===== src/rtl/cjd_pkg.sv =====
`timescale 1ns / 1ps
// Shared types and constants of the calendar / Julian day converter.
// No dependencies; imported by every module of the block.
package cjd_pkg;

	localparam int STAGES    = 8;
	localparam int FRAC_BITS = 32;

	localparam logic [22:0] EPOCH     = 23'd1721120;
	localparam logic [23:0] FIRST_DAY = 24'd1721427;
	localparam logic [23:0] LAST_DAY  = 24'd5373485;
	localparam logic [22:0] NEG_365   = 23'h7FFE93;

	localparam logic [63:0] FRAC_ONE   = 64'd1 << FRAC_BITS;
	localparam logic [63:0] HALF_SEC_W = (FRAC_ONE + 64'd86400) / 64'd172800;
	localparam logic [31:0] HALF_SEC   = HALF_SEC_W[31:0];

	// ceil(2^k / d) reciprocals; exact for the operand ranges used
	localparam logic [63:0] R675_W    = ((64'd1 << 28) + 64'd674) / 64'd675;
	localparam logic [63:0] R100_W    = ((64'd1 << 21) + 64'd99) / 64'd100;
	localparam logic [63:0] R146097_W = ((64'd1 << 42) + 64'd146096) / 64'd146097;
	localparam logic [63:0] R1461_W   = ((64'd1 << 30) + 64'd1460) / 64'd1461;
	localparam logic [63:0] R153_W    = ((64'd1 << 20) + 64'd152) / 64'd153;
	localparam logic [63:0] R5_W      = ((64'd1 << 12) + 64'd4) / 64'd5;

	localparam logic [18:0] R675    = R675_W[18:0];
	localparam logic [14:0] R100    = R100_W[14:0];
	localparam logic [24:0] R146097 = R146097_W[24:0];
	localparam logic [19:0] R1461   = R1461_W[19:0];
	localparam logic [12:0] R153    = R153_W[12:0];
	localparam logic [9:0]  R5      = R5_W[9:0];

	typedef struct packed {
		logic [22:0] day_number;
		logic [31:0] day_fraction;
	} fwd_res_t;

	typedef struct packed {
		logic [13:0] year;
		logic [3:0]  month;
		logic [4:0]  day;
		logic [4:0]  hour;
		logic [5:0]  minute;
		logic [5:0]  second;
		logic        range_error;
	} inv_res_t;

	// (153 * tm + 2) / 5, days before shifted month tm (March = 0)
	function automatic logic [8:0] month_offset(input logic [3:0] tm);
		logic [8:0] r;
		unique case (tm)
			4'd0:  r = 9'd0;
			4'd1:  r = 9'd31;
			4'd2:  r = 9'd61;
			4'd3:  r = 9'd92;
			4'd4:  r = 9'd122;
			4'd5:  r = 9'd153;
			4'd6:  r = 9'd184;
			4'd7:  r = 9'd214;
			4'd8:  r = 9'd245;
			4'd9:  r = 9'd275;
			4'd10: r = 9'd306;
			4'd11: r = 9'd337;
			4'd12: r = 9'd367;
			4'd13: r = 9'd398;
			4'd14: r = 9'd428;
			4'd15: r = 9'd459;
		endcase
		return r;
	endfunction

endpackage


===== src/rtl/calendar_julian_day_converter.sv =====
`timescale 1ns / 1ps
// Top level: stream ports, pipeline valid/stall control and result select.
// Uses cjd_pkg, cjd_fwd and cjd_inv.
//
// Converts a calendar date and time to a day number plus Q0.32 day fraction
// (tuser = 0), or a day stamp back to date and time (tuser = 1). Every input
// item gives exactly one result item; fields of the unused direction are zero.
// The depth is set by the eight-stage inverse datapath (reciprocal
// multiplies spread over the stages); the forward path is padded with
// delay stages to the same depth. Throughput is one item per clock while
// m_tready is high. Each stage holds its own valid bit and
// advances when the stage after it is empty or advancing, so bubbles are
// squeezed out and s_tready stays high while any stage is free.
// When m_tready is low the last stage holds its item and stages fill up
// behind it; nothing is dropped or repeated.
// arst_n clears all valid bits; data registers are not reset.
module calendar_julian_day_converter import cjd_pkg::*; (
	input  logic        clk,
	input  logic        arst_n,
	input  logic        s_tvalid,
	output logic        s_tready,
	// in_year, in_month, in_day, in_hour, in_minute, in_second,
	// in_day_number, in_day_fraction, one zero pad bit
	input  logic [95:0] s_tdata,
	// func
	input  logic [0:0]  s_tuser,
	output logic        m_tvalid,
	input  logic        m_tready,
	// out_day_number, out_day_fraction, out_year, out_month, out_day,
	// out_hour, out_minute, out_second, range_error
	output logic [95:0] m_tdata
);

	logic [STAGES-1:0] vld_q;
	logic [STAGES-1:0] func_q;
	logic [STAGES-1:0] en;
	fwd_res_t          fwd_res;
	inv_res_t          inv_res;
	fwd_res_t          fwd_out;
	inv_res_t          inv_out;

	always_comb begin
		en[STAGES-1] = !vld_q[STAGES-1] || m_tready;
		for (int k = STAGES - 2; k >= 0; k--) begin
			en[k] = !vld_q[k] || en[k+1];
		end
	end

	assign s_tready = en[0];

	always_ff @(posedge clk or negedge arst_n) begin
		if (!arst_n) begin
			vld_q <= '0;
		end else begin
			if (en[0]) begin
				vld_q[0] <= s_tvalid;
			end
			for (int k = 1; k < STAGES; k++) begin
				if (en[k]) begin
					vld_q[k] <= vld_q[k-1];
				end
			end
		end
	end

	always_ff @(posedge clk) begin
		if (en[0]) begin
			func_q[0] <= s_tuser[0];
		end
		for (int k = 1; k < STAGES; k++) begin
			if (en[k]) begin
				func_q[k] <= func_q[k-1];
			end
		end
	end

	cjd_fwd u_fwd (
		.clk       (clk),
		.en        (en),
		.in_year   (s_tdata[13:0]),
		.in_month  (s_tdata[17:14]),
		.in_day    (s_tdata[22:18]),
		.in_hour   (s_tdata[27:23]),
		.in_minute (s_tdata[33:28]),
		.in_second (s_tdata[39:34]),
		.res       (fwd_res)
	);

	cjd_inv u_inv (
		.clk             (clk),
		.en              (en),
		.in_day_number   (s_tdata[62:40]),
		.in_day_fraction (s_tdata[94:63]),
		.res             (inv_res)
	);

	assign fwd_out = func_q[STAGES-1] ? '0 : fwd_res;
	assign inv_out = func_q[STAGES-1] ? inv_res : '0;

	assign m_tvalid = vld_q[STAGES-1];
	assign m_tdata  = {inv_out.range_error, inv_out.second, inv_out.minute, inv_out.hour,
		inv_out.day, inv_out.month, inv_out.year, fwd_out.day_fraction, fwd_out.day_number};

endmodule


===== src/rtl/cjd_fwd.sv =====
`timescale 1ns / 1ps
// Forward datapath: calendar date and time to day number and Q0.32 fraction.
// Eight register stages, advanced by the per-stage enables; uses cjd_pkg.
module cjd_fwd import cjd_pkg::*; (
	input  logic              clk,
	input  logic [STAGES-1:0] en,
	input  logic [13:0]       in_year,
	input  logic [3:0]        in_month,
	input  logic [4:0]        in_day,
	input  logic [4:0]        in_hour,
	input  logic [5:0]        in_minute,
	input  logic [5:0]        in_second,
	output fwd_res_t          res
);

	logic [16:0] secs, secs_mod;
	logic        roll, early;
	logic [13:0] ty;
	logic [3:0]  tm;

	logic [16:0] secs_s1, secs_s2;
	logic        roll_s1, roll_s2, roll_s3;
	logic [13:0] ty_s1, ty_s2;
	logic [3:0]  tm_s1, tm_s2, tm_s3;
	logic        neg_s1, neg_s2, neg_s3;
	logic [4:0]  day_s1, day_s2, day_s3;

	logic [35:0] prod_u, prod_t;
	logic [28:0] prod_c;
	logic [6:0]  u_s2, u_s3, u_s4, u_s5;
	logic [7:0]  c_s2;

	logic [25:0] prod_t1;
	logic [9:0]  v_s3;
	logic [6:0]  r_s3;
	logic [22:0] t1_s3;

	logic [17:0] prod_r;
	logic [16:0] w_s4;
	logic [24:0] q2a_s4, q2a_s5;
	logic [22:0] t2_s4, jda_s4;

	logic [7:0]  t_s5;
	logic [22:0] jd_s5, jd_s6, jd_s7, jd_s8;
	logic [31:0] frac_s6, frac_s7, frac_s8;

	always_comb begin
		secs = 17'(in_hour) * 17'd3600 + 17'(in_minute) * 17'd60 + 17'(in_second);
		// at most one whole day fits in the time fields
		roll = secs >= 17'd86400;
		secs_mod = roll ? secs - 17'd86400 : secs;
		early = in_month <= 4'd2;
		ty = early ? in_year - 14'd1 : in_year;
		tm = early ? in_month + 4'd9 : in_month - 4'd3;
	end

	always_ff @(posedge clk) begin
		if (en[0]) begin
			secs_s1 <= secs_mod;
			roll_s1 <= roll;
			ty_s1   <= ty;
			tm_s1   <= tm;
			neg_s1  <= early && (in_year == 14'd0);
			day_s1  <= in_day;
		end
	end

	assign prod_u = 36'(secs_s1) * 36'(R675);
	assign prod_c = 29'(ty_s1) * 29'(R100);

	always_ff @(posedge clk) begin
		if (en[1]) begin
			secs_s2 <= secs_s1;
			u_s2    <= prod_u[34:28];
			c_s2    <= prod_c[28:21];
			ty_s2   <= ty_s1;
			tm_s2   <= tm_s1;
			neg_s2  <= neg_s1;
			day_s2  <= day_s1;
			roll_s2 <= roll_s1;
		end
	end

	assign prod_t1 = 26'(c_s2) * 26'd146097;

	always_ff @(posedge clk) begin
		if (en[2]) begin
			v_s3    <= 10'(secs_s2 - 17'(u_s2) * 17'd675);
			r_s3    <= 7'(ty_s2 - 14'(c_s2) * 14'd100);
			// shifted year -1 has a truncated century of zero
			t1_s3   <= neg_s2 ? 23'd0 : prod_t1[24:2];
			u_s3    <= u_s2;
			tm_s3   <= tm_s2;
			neg_s3  <= neg_s2;
			day_s3  <= day_s2;
			roll_s3 <= roll_s2;
		end
	end

	assign prod_r = 18'(r_s3) * 18'd1461;

	always_ff @(posedge clk) begin
		if (en[3]) begin
			// 2^25 = 675 * 49710 + 182
			w_s4   <= 17'(v_s3) * 17'd182 + 17'd337;
			q2a_s4 <= 25'(v_s3) * 25'd49710;
			u_s4   <= u_s3;
			// shifted year -1 gives a truncated 1461 * -1 / 4
			t2_s4  <= neg_s3 ? NEG_365 : 23'(prod_r[17:2]);
			jda_s4 <= t1_s3 + 23'(month_offset(tm_s3)) + 23'(day_s3) + EPOCH + 23'(roll_s3);
		end
	end

	assign prod_t = 36'(w_s4) * 36'(R675);

	always_ff @(posedge clk) begin
		if (en[4]) begin
			t_s5   <= prod_t[35:28];
			q2a_s5 <= q2a_s4;
			u_s5   <= u_s4;
			jd_s5  <= jda_s4 + t2_s4;
		end
	end

	always_ff @(posedge clk) begin
		if (en[5]) begin
			frac_s6 <= {u_s5, 25'd0} + 32'(q2a_s5) + 32'(t_s5);
			jd_s6   <= jd_s5;
		end
	end

	always_ff @(posedge clk) begin
		if (en[6]) begin
			frac_s7 <= frac_s6;
			jd_s7   <= jd_s6;
		end
	end

	always_ff @(posedge clk) begin
		if (en[7]) begin
			frac_s8 <= frac_s7;
			jd_s8   <= jd_s7;
		end
	end

	assign res.day_number   = jd_s8;
	assign res.day_fraction = frac_s8;

endmodule


===== src/rtl/cjd_inv.sv =====
`timescale 1ns / 1ps
// Inverse datapath: day number and Q0.32 fraction to calendar date and time.
// Eight register stages, advanced by the per-stage enables; uses cjd_pkg.
module cjd_inv import cjd_pkg::*; (
	input  logic              clk,
	input  logic [STAGES-1:0] en,
	input  logic [22:0]       in_day_number,
	input  logic [31:0]       in_day_fraction,
	output inv_res_t          res
);

	logic [32:0] fsum;
	logic [31:0] f_s1;
	logic [23:0] jd_s1;

	logic [23:0] j_full;
	logic [36:0] prod_h;
	logic [23:0] n1_s2, n1_s3;
	logic        err_s2, err_s3, err_s4, err_s5, err_s6, err_s7, err_s8;
	logic [4:0]  hr_s2, hr_s3, hr_s4, hr_s5, hr_s6, hr_s7, hr_s8;
	logic [31:0] fl_s2, fl_s3;

	logic [48:0] prod_cy;
	logic [37:0] prod_m, prod_s;
	logic [6:0]  cy_s3, cy_s4, cy_s5, cy_s6;
	logic [5:0]  mi_s3, mi_s4, mi_s5, mi_s6, mi_s7, mi_s8;
	logic [5:0]  se_s4, se_s5, se_s6, se_s7, se_s8;

	logic [17:0] j2;
	logic [17:0] n2_s4, n2_s5;
	logic [37:0] prod_yy;
	logic [6:0]  yy_s5, yy_s6;

	logic [10:0] rem1;
	logic [11:0] rem1_p;
	logic [10:0] n3_s6, n3_s7;
	logic [23:0] prod_mm;
	logic [3:0]  mm_s7;
	logic [13:0] yb_s7;

	logic [7:0]  rem2;
	logic [18:0] prod_d;
	logic        late;
	logic [13:0] year_s8;
	logic [3:0]  month_s8;
	logic [4:0]  day_s8;

	// half-second rounding, carry into the day number
	assign fsum = {1'b0, in_day_fraction} + {1'b0, HALF_SEC};

	always_ff @(posedge clk) begin
		if (en[0]) begin
			f_s1  <= fsum[31:0];
			jd_s1 <= {1'b0, in_day_number} + 24'(fsum[32]);
		end
	end

	assign j_full = jd_s1 - 24'(EPOCH);
	assign prod_h = 37'(f_s1) * 37'd24;

	always_ff @(posedge clk) begin
		if (en[1]) begin
			err_s2 <= (jd_s1 < FIRST_DAY) || (jd_s1 > LAST_DAY);
			n1_s2  <= {j_full[21:0], 2'b00} - 24'd1;
			hr_s2  <= prod_h[36:32];
			fl_s2  <= prod_h[31:0];
		end
	end

	assign prod_cy = 49'(n1_s2) * 49'(R146097);
	assign prod_m  = 38'(fl_s2) * 38'd60;

	always_ff @(posedge clk) begin
		if (en[2]) begin
			cy_s3  <= prod_cy[48:42];
			n1_s3  <= n1_s2;
			err_s3 <= err_s2;
			hr_s3  <= hr_s2;
			mi_s3  <= prod_m[37:32];
			fl_s3  <= prod_m[31:0];
		end
	end

	assign j2     = 18'(n1_s3 - 24'(cy_s3) * 24'd146097);
	assign prod_s = 38'(fl_s3) * 38'd60;

	always_ff @(posedge clk) begin
		if (en[3]) begin
			n2_s4  <= {j2[17:2], 2'b11};
			cy_s4  <= cy_s3;
			err_s4 <= err_s3;
			hr_s4  <= hr_s3;
			mi_s4  <= mi_s3;
			se_s4  <= prod_s[37:32];
		end
	end

	assign prod_yy = 38'(n2_s4) * 38'(R1461);

	always_ff @(posedge clk) begin
		if (en[4]) begin
			yy_s5  <= prod_yy[36:30];
			n2_s5  <= n2_s4;
			cy_s5  <= cy_s4;
			err_s5 <= err_s4;
			hr_s5  <= hr_s4;
			mi_s5  <= mi_s4;
			se_s5  <= se_s4;
		end
	end

	// day of the shifted year, then 5 * day - 3 for the month step
	assign rem1   = 11'(n2_s5 - 18'(yy_s5) * 18'd1461);
	assign rem1_p = 12'(rem1) + 12'd4;

	always_ff @(posedge clk) begin
		if (en[5]) begin
			n3_s6  <= 11'(rem1_p[11:2]) * 11'd5 - 11'd3;
			yy_s6  <= yy_s5;
			cy_s6  <= cy_s5;
			err_s6 <= err_s5;
			hr_s6  <= hr_s5;
			mi_s6  <= mi_s5;
			se_s6  <= se_s5;
		end
	end

	assign prod_mm = 24'(n3_s6) * 24'(R153);

	always_ff @(posedge clk) begin
		if (en[6]) begin
			mm_s7  <= prod_mm[23:20];
			n3_s7  <= n3_s6;
			yb_s7  <= 14'(cy_s6) * 14'd100 + 14'(yy_s6);
			err_s7 <= err_s6;
			hr_s7  <= hr_s6;
			mi_s7  <= mi_s6;
			se_s7  <= se_s6;
		end
	end

	assign rem2   = 8'(n3_s7 - 11'(mm_s7) * 11'd153);
	assign prod_d = (19'(rem2) + 19'd5) * 19'(R5);
	// January and February belong to the next calendar year
	assign late   = mm_s7 >= 4'd10;

	always_ff @(posedge clk) begin
		if (en[7]) begin
			year_s8  <= yb_s7 + 14'(late);
			month_s8 <= late ? mm_s7 - 4'd9 : mm_s7 + 4'd3;
			day_s8   <= prod_d[16:12];
			err_s8   <= err_s7;
			hr_s8    <= hr_s7;
			mi_s8    <= mi_s7;
			se_s8    <= se_s7;
		end
	end

	assign res.year        = err_s8 ? 14'd0 : year_s8;
	assign res.month       = err_s8 ? 4'd0 : month_s8;
	assign res.day         = err_s8 ? 5'd0 : day_s8;
	assign res.hour        = hr_s8;
	assign res.minute      = mi_s8;
	assign res.second      = se_s8;
	assign res.range_error = err_s8;

endmodule

===== config.mk =====
export PLATFORM = sky130hd
export DESIGN_NAME = calendar_julian_day_converter
export DESIGN_NICKNAME = d
export VERILOG_FILES = /design/src/rtl/cjd_pkg.sv /design/src/rtl/calendar_julian_day_converter.sv /design/src/rtl/cjd_fwd.sv /design/src/rtl/cjd_inv.sv
export SDC_FILE = /design/constraint.sdc
export NUM_CORES = 2
export LEC_CHECK = 0
export ABC_AREA = 1
export CAP_MARGIN = 20
export CORE_UTILIZATION = 45
export DETAILED_ROUTE_END_ITERATION = 16
export DONT_BUFFER_PORTS = 1
export PLACE_DENSITY = 0.7
export SYNTH_ARGS = -nofsm -noshare
export SYNTH_HDL_FRONTEND = slang
export SYNTH_SLANG_ARGS = --single-unit

===== constraint.sdc =====
create_clock -name clk -period 14 [get_ports clk]
set_input_delay 2.8 -clock clk [delete_from_list [all_inputs] [get_ports clk]]
set_output_delay 2.8 -clock clk [all_outputs]
set_load 0.005 [all_outputs]

==> results.toml <==
[run_status]
outcome = "completed"

[clocking]
clockRootBuffer = "clkbuf_16"
postCtsHoldBufs = 0
htree_num_levels = 3
postCtsSetupBuffers = 0
clk_path_buf_depth = 3
clock_latency_ns = 0.73
numCtsBuffers = 99
clk_pin_slew_ns = 0.06
cts_sinks = 865
cts-resized-gates = 0
cts_tree = "built"

[critical_path]
worstPathArrival_ns = 5.18
crit_top_cell = "nand2_4"
end_kind = "output port"
critPathKind = "input pin to output port"
cp-start-kind = "input pin"
cp_max_fo = 51
worstPathCellList = "nor2_2 > nand2_4 > nor2_2 > nand2_4 > nor2_4 > nand2_8 > nor2_1 > nand2_4"
cp_num_buf_inv = 0
cp_top_family = "simple AND/OR/NAND/NOR gates"
slowest_delay_ns = 0.45
ff2ff_path_depth = 21
r2r_start = "u_inv.n1_s2[2]"
required_ns = 11.20
rrSetupSlack_ns = 7.22
slowest_stage = "nand2_4"
reg2reg_to = "u_inv.cy_s3[4]"

[finish]
utilization_pct = 48.9
nFillCells = 17600
final_common_cell = "inv_1"
layout-drive-gt1-share_pct = 3.00
fin_nets = 11400
final_cell_mix = "1993 x inv_1, 1473 x ha_1, 1094 x nand2_1"
syn2layout_area_growth_pct = 7.78

[routing]
drt_wl_total_um = 192000
drt_iter0_drc = 3034
wl_per_cell_um = 16.4
viasPerCell = 5.05
postRouteAntennaNets = 0
vias = 59000
drc_errors = 0
firstDrtPassIters = 5

[grt]
gr-usage-all-layers_pct = 19.8
grt_pass1_wl_um = 316000
globalRouteOverflowTotal = 0
antenna_found_initial = 2
grt_pass1_vias = 61800
grt_max_degree = 66

[placement]
dp_slack_ns = 5.92
portBuffers = 0
dp_hpwl_um = 163000
place.gp.congestion = 0.932

[synth]
synth_top_area_share_pct = 28.7
synth-seq-area-share_pct = 29.2
ys.flop_type = "edfxtp_1"
ys_seq_elements = 865
synthesis.area_um2 = 88600
netlist_instances = 8862
synth_area_per_cell_um2 = 10.0
synth.area.top_cells = "edfxtp_1 29%, ha_1 21%, fa_1 20%, inv_1 8.5%, nand2_1 4.6%"
syn_nets = 11300
synth-edff-count = 848
synth_top_area_cell = "edfxtp_1"
yosys_warnings = 0
synth_cell_type_count = 66
async_reset_ff_share_pct = 0.925

[hold_path]
hold_start = "u_inv.mi_s3[2]"
worstHoldEndpoint = "u_inv.mi_s4[2]"
min_path_cells = 0
hp-class = "register to register"

[sta]
timing.final.crit_share_pct = 57.0
tightest_slew_ns = 0.957
hold_viol = 0
setup_viol = 0
min_period_ns = 7.98
fin_setup_tns_ns = 0
slew_viol_final = 0
clock_skew_ns = 0.0378
clock.fmax_mhz = 125
rsz0062_at_grt = "false"
worst_slack_ns = 6.02
max_slew_margin_pct = 35.7

[floorplanning]
core_um2 = 195000
fp.dieH_um = 446
initial_utilization_pct = 45.4
ios = 199
die_w_um = 446
placementRows = 162
die_area_um2 = 199000

[job]
drv_cap = 0
[through the flow]
stage          instance area (µm²)  hold slack, ns  instances
2_1_floorplan                88600           0.400       8862
3_3_place_gp                 92000           0.401      11500
3_5_place_dp                 92000           0.405      11500
4_1_cts                      95500           0.404      11700
5_1_grt                      95500           0.403      11700
6_report                     95500           0.406      11700
[synth_stat cells, types with 55 or more instances]
library cell / n
nor3_1: 89
nand3_1: 260
ha_1: 1473
nor2_1: 512
fa_1: 895
edfxtp_1: 848
inv_1: 1997
xor2_1: 315
a21oi_1: 455
o21ai_0: 257
a21o_1: 55
xnor2_1: 144
nand4_1: 87
nand2_1: 1095
[metal layers]
layer,wire (µm),vias up,global-route usage (%)
met3,6890,215,2.50
met1,87600,28700,26.3
met5,17,-,0
met4,3980,2,4.67
met2,93500,934,34.1
li1,-,29100,-
[worst max path at each step]
stage	startpoint	endpoint	cells past startpoint	slack [ns]
2_1_floorplan	m_tready	s_tready	8	2.32
3_3_place_gp	m_tready	s_tready	8	6.00
3_5_place_dp	m_tready	s_tready	8	5.92
4_1_cts	m_tready	s_tready	8	5.92
5_1_grt	m_tready	s_tready	8	5.78
6_report	m_tready	s_tready	8	6.02
[flip-flops by register name (all words and copies together) (netlist names), 23 cells and up, named ones only]
register,cells
u_inv.jd_s1,24
u_fwd.jd_s8,23
u_fwd.frac_s6,32
u_fwd.frac_s8,32
u_fwd.q2a_s5,24
u_fwd.jda_s4,23
u_inv.fl_s2,29
u_fwd.jd_s7,23
u_inv.f_s1,32
u_fwd.jd_s6,23
u_inv.fl_s3,27
u_fwd.frac_s7,32
u_fwd.q2a_s4,24
u_fwd.t1_s3,23
u_fwd.jd_s5,23
[area by class of cell]
| class | count | area, µm² | share of cell area [%] |
|---|---|---|---|
| flip-flops and latches | 865 | 25800 | 27.1 |
| clock inverters | 63 | 911 | 0.953 |
| clock buffers | 119 | 2610 | 2.73 |
| inverters | 2011 | 7560 | 7.91 |
| repair buffers | 15 | 113 | 0.118 |
| multi-input cells | 5971 | 55200 | 57.8 |
| well taps | 2624 | 3280 | 3.44 |
| diodes | 1 | 2.50 | 0.00262 |
[kinds of logic (layout without fill, tap and decap cells)]
family	after synthesis	count (layout)	synth area share [%]
adders and majority gates	2368	2368	41.0
and+or+nand+nor	2176	2176	10.5
buffers and inverters	2026	2208	8.59
AOI/OAI and AO/OA	963	963	6.14
DFF	865	865	29.2
xor gates and xnor gates	464	464	4.65
other	0	1	0
Power is not shown: default switching activity piles up to over one toggle a cycle in this logic, so the estimate is an artifact.
